$ cat config.mk
export PLATFORM = sky130hd
export DESIGN_NAME = next_greater_element_stack_top
export DESIGN_NICKNAME = d
export VERILOG_FILES = /design/src/nges_pkg.sv /design/src/nges_mem.sv /design/src/nges_seq.sv /design/src/next_greater_element_stack_top.sv
export SDC_FILE = /design/constraint.sdc
export NUM_CORES = 2
export LEC_CHECK = 0
export BUFFER_PORTS_ARGS = -buffer_cell sky130_fd_sc_hd__buf_2
export CORE_MARGIN = 8
export CORE_UTILIZATION = 25
export CTS_BUF_LIST = sky130_fd_sc_hd__clkbuf_8
export DETAILED_ROUTE_END_ITERATION = 16
export HOLD_SLACK_MARGIN = 0.15
export SYNTH_ARGS = -nofsm -noshare
export SYNTH_HDL_FRONTEND = slang
export SYNTH_HIERARCHICAL = 1
export SYNTH_SLANG_ARGS = --single-unit
$ cat constraint.sdc
create_clock -name i_clk -period 16.3 [get_ports i_clk]
set_input_delay 3.26 -clock i_clk [delete_from_list [all_inputs] [get_ports i_clk]]
set_output_delay 3.26 -clock i_clk [all_outputs]
set_load 0.005 [all_outputs]
$ cat src/nges_pkg.sv
// shared constants and types for the next greater element stack
`timescale 1ns / 1ps
`default_nettype none
package nges_pkg;

    localparam int MAX_LENGTH = 64;
    localparam int VALUE_BITS = 32;
    localparam int DEPTH_BITS = (MAX_LENGTH > 1) ? $clog2(MAX_LENGTH) : 1;
    localparam int CNT_BITS   = $clog2(MAX_LENGTH + 1);
    localparam int POS_BITS   = 6;
    localparam int GV_BITS    = 32;

    typedef logic signed [VALUE_BITS-1:0] t_value;
    typedef logic [DEPTH_BITS-1:0]        t_addr;
    typedef logic [CNT_BITS-1:0]          t_cnt;
    typedef logic [POS_BITS-1:0]          t_pos;

    typedef struct packed {
        t_value value;
        t_pos   position;
    } t_entry;

    typedef struct packed {
        logic   we;
        t_addr  waddr;
        t_entry wdata;
        t_addr  raddr;
    } t_mem_req;

    typedef struct packed {
        t_pos                       position;
        logic signed [GV_BITS-1:0]  greater_value;
        logic                       found;
        logic                       overflow_error;
        logic                       last_result;
    } t_result;

endpackage
`default_nettype wire

$ cat src/nges_mem.sv
// stack storage: one write port, one registered read port
`timescale 1ns / 1ps
`default_nettype none
module nges_mem (
    input  wire logic              i_clk,
    input  wire nges_pkg::t_mem_req i_req,
    output nges_pkg::t_entry       o_rd_entry
);

    nges_pkg::t_entry r_mem [nges_pkg::MAX_LENGTH];
    nges_pkg::t_entry r_rd;

    always_ff @(posedge i_clk) begin
        if (i_req.we) begin
            r_mem[i_req.waddr] <= i_req.wdata;
        end
        r_rd <= r_mem[i_req.raddr];
    end

    assign o_rd_entry = r_rd;

endmodule
`default_nettype wire

$ cat src/nges_seq.sv
// sequencer: compare, pop, push and drain against the stack memory
`timescale 1ns / 1ps
`default_nettype none
module nges_seq (
    input  wire logic                 i_clk,
    input  wire logic                 i_rst_n,
    input  wire logic                 i_in_valid,
    output logic                      o_in_ready,
    input  wire logic signed [31:0]   i_sample_value,
    input  wire logic                 i_end_of_sequence,
    input  wire logic                 i_out_free,
    output logic                      o_res_load,
    output nges_pkg::t_result         o_res,
    output nges_pkg::t_mem_req        o_mem_req,
    input  wire nges_pkg::t_entry     i_rd_entry
);

    typedef enum logic [4:0] {
        S_IDLE  = 5'b00001,
        S_CMP   = 5'b00010,
        S_SELF  = 5'b00100,
        S_DRAIN = 5'b01000,
        S_ERR   = 5'b10000
    } t_state;

    t_state r_state, n_state;
    nges_pkg::t_cnt    r_depth, n_depth;
    nges_pkg::t_cnt    r_count, n_count;
    logic              r_hold_valid, n_hold_valid;
    nges_pkg::t_result r_hold, n_hold;
    nges_pkg::t_value  r_val;
    logic              r_last;
    logic              r_ovf;

    logic              in_xfer;
    logic              ovf_now;
    logic              can_emit;
    logic              pop_hit;
    logic              emit;
    logic              flush;
    nges_pkg::t_result new_res;

    assign o_in_ready = (r_state == S_IDLE);
    assign in_xfer    = i_in_valid && o_in_ready;
    assign ovf_now    = (r_count >= nges_pkg::t_cnt'(nges_pkg::MAX_LENGTH));
    assign can_emit   = !r_hold_valid || i_out_free;
    assign pop_hit    = (r_depth != '0) && (r_val > i_rd_entry.value);

    always_comb begin
        n_state      = r_state;
        n_depth      = r_depth;
        n_count      = r_count;
        n_hold_valid = r_hold_valid;
        n_hold       = r_hold;
        o_res_load   = 1'b0;
        o_res        = r_hold;
        emit         = 1'b0;
        flush        = 1'b0;
        new_res      = '0;
        o_mem_req.we            = 1'b0;
        o_mem_req.waddr         = r_depth[nges_pkg::DEPTH_BITS-1:0];
        o_mem_req.wdata.value   = r_val;
        o_mem_req.wdata.position = nges_pkg::t_pos'(r_count);

        unique case (r_state)
            S_IDLE: begin
                if (in_xfer) begin
                    if (!ovf_now) begin
                        n_state = S_CMP;
                    end else if (i_end_of_sequence && (r_depth != '0)) begin
                        n_state = S_DRAIN;
                    end else begin
                        n_state = S_ERR;
                    end
                end
            end
            S_CMP: begin
                if (can_emit) begin
                    if (pop_hit) begin
                        emit                  = 1'b1;
                        new_res.position      = i_rd_entry.position;
                        new_res.greater_value = nges_pkg::GV_BITS'(r_val);
                        new_res.found         = 1'b1;
                        n_depth               = r_depth - 1'b1;
                    end else if (r_last) begin
                        n_state = S_SELF;
                    end else begin
                        o_mem_req.we = 1'b1;
                        n_depth      = r_depth + 1'b1;
                        n_count      = r_count + 1'b1;
                        flush        = 1'b1;
                        n_state      = S_IDLE;
                    end
                end
            end
            S_SELF: begin
                if (can_emit) begin
                    emit             = 1'b1;
                    new_res.position = nges_pkg::t_pos'(r_count);
                    n_state          = S_DRAIN;
                end
            end
            S_DRAIN: begin
                if (r_depth != '0) begin
                    if (can_emit) begin
                        emit                   = 1'b1;
                        new_res.position       = i_rd_entry.position;
                        new_res.overflow_error = r_ovf;
                        n_depth                = r_depth - 1'b1;
                    end
                end else if (i_out_free) begin
                    flush   = 1'b1;
                    n_depth = '0;
                    n_count = '0;
                    n_state = S_IDLE;
                end
            end
            S_ERR: begin
                if (i_out_free) begin
                    o_res_load           = 1'b1;
                    o_res                = '0;
                    o_res.overflow_error = 1'b1;
                    o_res.last_result    = 1'b1;
                    if (r_last) begin
                        n_depth = '0;
                        n_count = '0;
                    end
                    n_state = S_IDLE;
                end
            end
            default: begin
                n_state = S_IDLE;
            end
        endcase

        // a result waits in the hold slot until it is known whether it is the last
        if (emit) begin
            n_hold       = new_res;
            n_hold_valid = 1'b1;
            if (r_hold_valid) begin
                o_res_load        = 1'b1;
                o_res             = r_hold;
                o_res.last_result = 1'b0;
            end
        end
        if (flush) begin
            n_hold_valid = 1'b0;
            if (r_hold_valid) begin
                o_res_load        = 1'b1;
                o_res             = r_hold;
                o_res.last_result = 1'b1;
            end
        end

        o_mem_req.raddr = nges_pkg::DEPTH_BITS'(n_depth - 1'b1);
    end

    always_ff @(posedge i_clk) begin
        if (!i_rst_n) begin
            r_state      <= S_IDLE;
            r_depth      <= '0;
            r_count      <= '0;
            r_hold_valid <= 1'b0;
        end else begin
            r_state      <= n_state;
            r_depth      <= n_depth;
            r_count      <= n_count;
            r_hold_valid <= n_hold_valid;
        end
    end

    always_ff @(posedge i_clk) begin
        r_hold <= n_hold;
        if (in_xfer) begin
            r_val  <= i_sample_value[nges_pkg::VALUE_BITS-1:0];
            r_last <= i_end_of_sequence;
            r_ovf  <= ovf_now;
        end
    end

endmodule
`default_nettype wire

$ cat src/next_greater_element_stack_top.sv
// top level: next greater element on a monotonic stack with output register
// results: each waits in the sequencer's hold slot until the next result or the end of the item
// is known, then moves to the output register; a lone overflow result is loaded directly
// flow: a new item is accepted only while the sequencer is idle, after the previous item has
// been compared, popped and pushed or drained; a stalled output register holds the flow
// reset: synchronous active low; empties the stack and restarts the sequence count
`timescale 1ns / 1ps
`default_nettype none
module next_greater_element_stack_top (
    input  wire logic               i_clk,
    input  wire logic               i_rst_n,
    input  wire logic               i_in_valid,
    output logic                    o_in_ready,
    input  wire logic signed [31:0] i_sample_value,
    input  wire logic               i_end_of_sequence,
    output logic                    o_out_valid,
    input  wire logic               i_out_ready,
    output logic [5:0]              o_position,
    output logic signed [31:0]      o_greater_value,
    output logic                    o_found,
    output logic                    o_overflow_error,
    output logic                    o_last_result
);

    nges_pkg::t_mem_req mem_req;
    nges_pkg::t_entry   rd_entry;
    nges_pkg::t_result  res;
    logic               res_load;
    logic               out_free;
    logic               r_out_valid;
    nges_pkg::t_result  r_out;

    assign out_free = !r_out_valid || i_out_ready;

    nges_seq u_seq (
        .i_clk             (i_clk),
        .i_rst_n           (i_rst_n),
        .i_in_valid        (i_in_valid),
        .o_in_ready        (o_in_ready),
        .i_sample_value    (i_sample_value),
        .i_end_of_sequence (i_end_of_sequence),
        .i_out_free        (out_free),
        .o_res_load        (res_load),
        .o_res             (res),
        .o_mem_req         (mem_req),
        .i_rd_entry        (rd_entry)
    );

    nges_mem u_mem (
        .i_clk      (i_clk),
        .i_req      (mem_req),
        .o_rd_entry (rd_entry)
    );

    always_ff @(posedge i_clk) begin
        if (!i_rst_n) begin
            r_out_valid <= 1'b0;
        end else if (res_load) begin
            r_out_valid <= 1'b1;
        end else if (i_out_ready) begin
            r_out_valid <= 1'b0;
        end
    end

    always_ff @(posedge i_clk) begin
        if (res_load) begin
            r_out <= res;
        end
    end

    assign o_out_valid      = r_out_valid;
    assign o_position       = r_out.position;
    assign o_greater_value  = r_out.greater_value;
    assign o_found          = r_out.found;
    assign o_overflow_error = r_out.overflow_error;
    assign o_last_result    = r_out.last_result;

endmodule
`default_nettype wire

==> Yosys cells after proc, flatten, opt, wreduce, memory -nomap -nowiden <==
Memory sizes are Yosys's and may differ from the RTL's. A register that Yosys moved wholly into a read port is not among the register bits.
Cells that the tools add are included.
{ "op_classes": {"n_lt_le_gt_ge": 2, "bitwise": 1, "n_reduce_logical": 16, "n_mux": 60, "n_eq_ne": 14, "addsub": 4} }
{ "ops": {"columns": ["cell", "count"], "rows": [
  ["2-to-1 mux 41 bit", 6],
  ["2-to-1 mux 7 bit", 15],
  ["2-to-1 mux 39 bit", 2],
  ["one-hot mux 7 bit (3 select lines)", 2],
  ["2-to-1 mux 5 bit", 8],
  ["> comparator 32 bit", 1],
  ["one-hot mux 5 bit (5 select lines)", 1],
  ["2-to-1 mux 1 bit", 19],
  ["2-to-1 mux 6 bit", 3],
  ["one-hot mux 6 bit (3 select lines)", 1],
  ["adder 7 x 1 -> 7 bit (second input constant)", 2],
  ["!= test 2 x 1 -> 1 bit (second input constant)", 5],
  ["!= test 2 bit (second input constant)", 4],
  ["AND reduction 8 bit", 1],
  ["greater-or-equal comparator 7 bit (second input constant)", 1],
  ["nonzero test 7 bit", 1],
  ["subtractor 7 x 1 -> 7 bit (second input constant)", 1],
  ["AND reduction 3 bit", 2],
  ["subtractor 6 x 1 -> 6 bit (second input constant)", 1],
  ["== test 5 x 1 -> 1 bit (second input constant)", 1],
  ["== test 5 x 2 -> 1 bit (second input constant)", 1],
  ["== test 5 x 3 -> 1 bit (second input constant)", 1],
  ["== test 5 x 4 -> 1 bit (second input constant)", 1],
  ["== test 5 bit (second input constant)", 1],
  ["other kinds (12)", 16]
]} }
{ "word_totals": {"ram_bits": 2432, "out_inout_bits": 43, "n_memories": 1, "in_bits": 37, "reg_bits": 136} }
{ "memory_table": {"columns": ["memory", "depth", "width", "read_ports", "rd_ports_with_merged_regs", "wr", "line", "source"], "rows": [
  ["u_mem.r_mem", 64, 38, 1, 1, 1, "nges_mem.sv:10", "nges_pkg::t_entry r_mem [nges_pkg::MAX_LENGTH];"]
]} }

==> Depth between registers and ports, before layout <==
{ "logic_depth": {"depth_word": 10, "ltp_mapped": 22} }

==> Cells and area by module <==
The synthesis kept the hierarchy.
{ "modules_own_cells": {"columns": ["mod", "n_inst", "area_each_um2", "cells_each"], "rows": [
  ["nges_mem", 1, 92939.1, 3989],
  ["nges_seq", 1, 5375.2, 506],
  ["next_greater_element_stack_top", 1, 1280.0, 45]
]} }

==> Worst setup path after synthesis <==
No wires, ideal clock.
{ "synth_path": {"kind": "input-to-reg", "start": "in i_out_ready", "end": "mem u_mem/r_mem[48][0] (netlist name), enable pin", "slack_ns": 8.885, "t_arrival_ns": 6.935, "path_buffers": 1, "path_stages": 7, "required_ns": 15.820, "path_cell_list": "nand2b_4 nor2b_1 buf_2 nor2_1 and3_2 nand4b_1 nor3_1"} }
{ "synth_rtl": {"columns": ["element", "line", "source"], "rows": [
  ["from (decl)", "next_greater_element_stack_top.sv:17", "input wire logic i_out_ready,"],
  ["to (decl)", "nges_mem.sv:10", null]
]} }

==> results.txt <==
Outcome: complete, no violations
Crit path kind: input pin to flip-flop
Largest net degree at the start of global routing: 94
Most frequent cell on the critical path: buf_4
Setup crit start: i_out_ready
1st-iter DRT viols: 6127
WL final: 288000 um
CTS resizes: 0
Max-Cap Viols: 0
Final min period: 9.46 ns
Switching portion of total power: 34.4%
CTS buffer count: 414
Slowest stage cell, crit path: buf_4
# hold bufs at CTS: 0
Worst-path clk slew: 0.06 ns
Total Die Area: 0.419 mm2
CP peak stage delay: 0.83 ns
PwrDens: 167 mW/mm2
First-pass GRT wire length: 398000 um
Post-synth cell types: 70
CTS tree: built
Net switching power: 6630 uW
Async S/R FF share, synth: 0%
Drt pass-1 iters: 6
Vias: 50293
Final Max Slew Viols: 0
Number of remaining DRC errors: 0
Initial core utilization: 25.1%
Row count: 231
Critical Path Sink Type: flip-flop
Non-filler cells, final: 10545
Tcrit/Tclk final: 58.1%
Post-synthesis average cell area: 21.9 um2
Crit Path Max Fanout: 93
Worst path cell trace: buf_2, nand2b_4, nand2b_1, nand3_1, o211ai_1, a2111o_1, o311ai_4, buf_4, buf_12, buf_4, buf_12, buf_4, mux4_2, a22oi_1, nand2_1, o22ai_1, nor2_1
Share of layout cells above drive strength 1: 28.3%
GRT overflow: 0
PortBufs: 79
Max clock buf depth: 4
CP arrival: 10.34 ns
Yosys Warn Count: 6
Yosys reg bits: 2606
Data required time at the worst endpoint: 17.18 ns
Worst-Margin Slew: 1.30 ns
Post-Syn Area: 0.0996 mm2
Avg WL per Cell: 27.3 um
Fin nets: 5033
Die Span Y: 647 um
EDFF count, synth: 2547
F_max: 106 MHz
Cells after Synth: 4540
Clk_lat worst skew: 1.03 ns
Synth-to-Final Area Change: 15.5%
Dpl hpwl: 154000 um
RSZ-0062 raised after global routing: false
Max VDD drop: 0.000147 V
Clk network pwr share: 27.6%
Leak: 0.0371 uW
Worst hold path class: flip-flop to flip-flop
Core ar.: 0.396 mm2
Vias per cell: 4.77
Logic pwr share: 31.7%
IO Count: 80
Rel. slew slack: 13.4%
Startpoint Class: input pin
Register area share after synthesis: 78.0%
Setup violations, final: 0
Sequential share of power: 40.6%
# Post-CTS Setup Buffers: 0
Hold Fails Final Rpt: 0
Placed cells: 9783
Antenna violations before repair: 20
Worst Skew: 0.0924 ns
Critical R2R Launch: u_seq/r_val[29]
Clock root cell: clkbuf_8
Synth Net Count: 4616
ANT nets after route: 0
Clock Sinks: 2606
Total GRT Usage: 13.3%
Number of global-route vias before repair: 51785
Hold Crit Start: u_seq/r_hold[1]
Internal: 12600 uW
Chip width: 647 um
Post-synth top flop: edfxtp_1
Htree depth: 5
Final setup TNS: 0 ns
RePlAce Congestion: 0.822
==> cell usage after synthesis (5+ instances only) <==
cell / count / share of area, %
buf_1: 28 / 0.11
nand4_1: 12 / 0.075
nor2_1: 165 / 0.62
edfxtp_1: 2547 / 77
xnor2_1: 6 / 0.053
nor3_1: 16 / 0.080
and3_1: 5 / 0.031
inv_1: 45 / 0.17
o21ai_0: 7 / 0.035
o22ai_1: 100 / 0.63
xor2_1: 8 / 0.070
mux2_2: 24 / 0.27
a22oi_1: 139 / 1.0
nand2_1: 106 / 0.40
a21oi_1: 92 / 0.46
a31oi_1: 5 / 0.031
o211ai_1: 5 / 0.038
buf_6: 21 / 0.24
nand3b_1: 7 / 0.053
nand3_1: 25 / 0.13
nor2b_1: 12 / 0.075
a22o_1: 7 / 0.062
buf_4: 31 / 0.23
o221ai_1: 33 / 0.29
clkbuf_1: 103 / 0.39
and2_1: 79 / 0.50
nand2b_1: 12 / 0.075
dfxtp_1: 59 / 1.2
ha_1: 39 / 0.49
buf_2: 63 / 0.32
mux2i_1: 72 / 0.72
mux4_2: 608 / 14
==> worst max-delay path, delay by kind of cell <==
family | cells | cell delay, ns
compound gates | 5 | 1.84
buf+inv | 6 | 3.49
mux | 1 | 0.58
simple gates | 5 | 0.92
==> placed cells by master, fill, tap and decap left out, drive strengths merged, types with 5 or more instances in the layout <==
cell and n:
o22ai 100, mux4 608, a31oi 5, bufinv 20
and2 79, nor2 165, buf 248, nor2b 12
mux2i 72, a22o 7, a21oi 93, xor2 8
a22oi 139, clkinv 117, ha 39, mux2 24
inv 209, edfxtp 2547, nor3 17, nand2 106
nand2b 13, nand3b 7, o21ai 9, o211ai 5
o221ai 35, nand3 26, nand4 13, diode 22
dfxtp 59, and3 6, clkinvlp 7, clkbuf 432
xnor2 6
==> flip-flops by register name, indices dropped and copies added (netlist names) <==
signal / cells
u_seq/r_ovf: 1
u_mem/r_mem: 2432
u_seq/r_depth: 7
u_seq/r_state: 5
o_greater_value: 32
o_overflow_error: 1
u_seq/r_hold: 40
o_last_result: 1
u_seq/r_last: 1
u_mem/o_rd_entry: 38
o_out_valid: 1
o_position: 6
u_seq/r_count: 7
o_found: 1
u_seq/r_hold_valid: 1
u_seq/r_val: 32
==> layer usage <==
layer  routed length [um]  vias to the layer above  track usage, %
li1                     -                    19995               -
met4                12300                        4            5.68
met3                25600                      508            2.89
met5                   31                        -               0
met1               108000                    27111            16.3
met2               142000                     2675            22.5
==> final cells by class <==
type / instances / area, um2
clock inverters: 308 / 1830
flip-flops and latches: 2606 / 77700
well taps: 5242 / 6560
fillers: 38468 / 281000
repair buffers: 248 / 1710
multi-input cells: 1642 / 21000
inverters: 45 / 176
clock buffers: 432 / 5950
diodes: 22 / 55.1
==> power by group through the flow <==
stage          Clock [uW]  Combinational (uW)  Sequential [uW]
6_report             5320                6110             7820
5_1_grt              5710                6370             7820
4_1_cts              5430                6130             7820
3_5_place_dp            0                6120             7960
3_3_place_gp            0                6090             7960
2_1_floorplan           0                3550             8090
==> cell families (layout without fill, tap and decap cells) <==
kind of cell | count (synthesis) | in the layout | synth area share, %
flops | 2606 | 2606 | 78.0
mux | 704 | 704 | 14.7
simple gates | 464 | 464 | 2.27
compound gates | 421 | 421 | 2.93
buf+inv | 292 | 1033 | 1.46
fa+ha+maj | 39 | 39 | 0.490
xor+xnor | 14 | 14 | 0.123
other cells | 0 | 22 | 0
==> path summary, 6_finish.rpt <==
kind	endpoint	slack, ns	cells after the start
hold reg to reg	o_overflow_error	0.51	1
setup reg to reg	u_mem/o_rd_entry[27]	7.06	20
setup / recovery	u_mem/o_rd_entry[27]	6.84	17
hold / removal	o_overflow_error	0.51	1
==> stage by stage <==
step	power, uW	setup slack [ns]	hold WS [ns]	instance area (um2)	util [%]
floorplan	11600	8.88	0.477	99600	-
global placement	14100	5.69	0.502	107000	27.0
detailed placement	14100	5.63	0.503	107000	27.0
CTS	19400	6.72	0.518	115000	29.0
global route	19900	6.30	0.537	115000	29.0
finish	19200	6.84	0.513	115000	29.0
(Power assumes the default switching activity.)
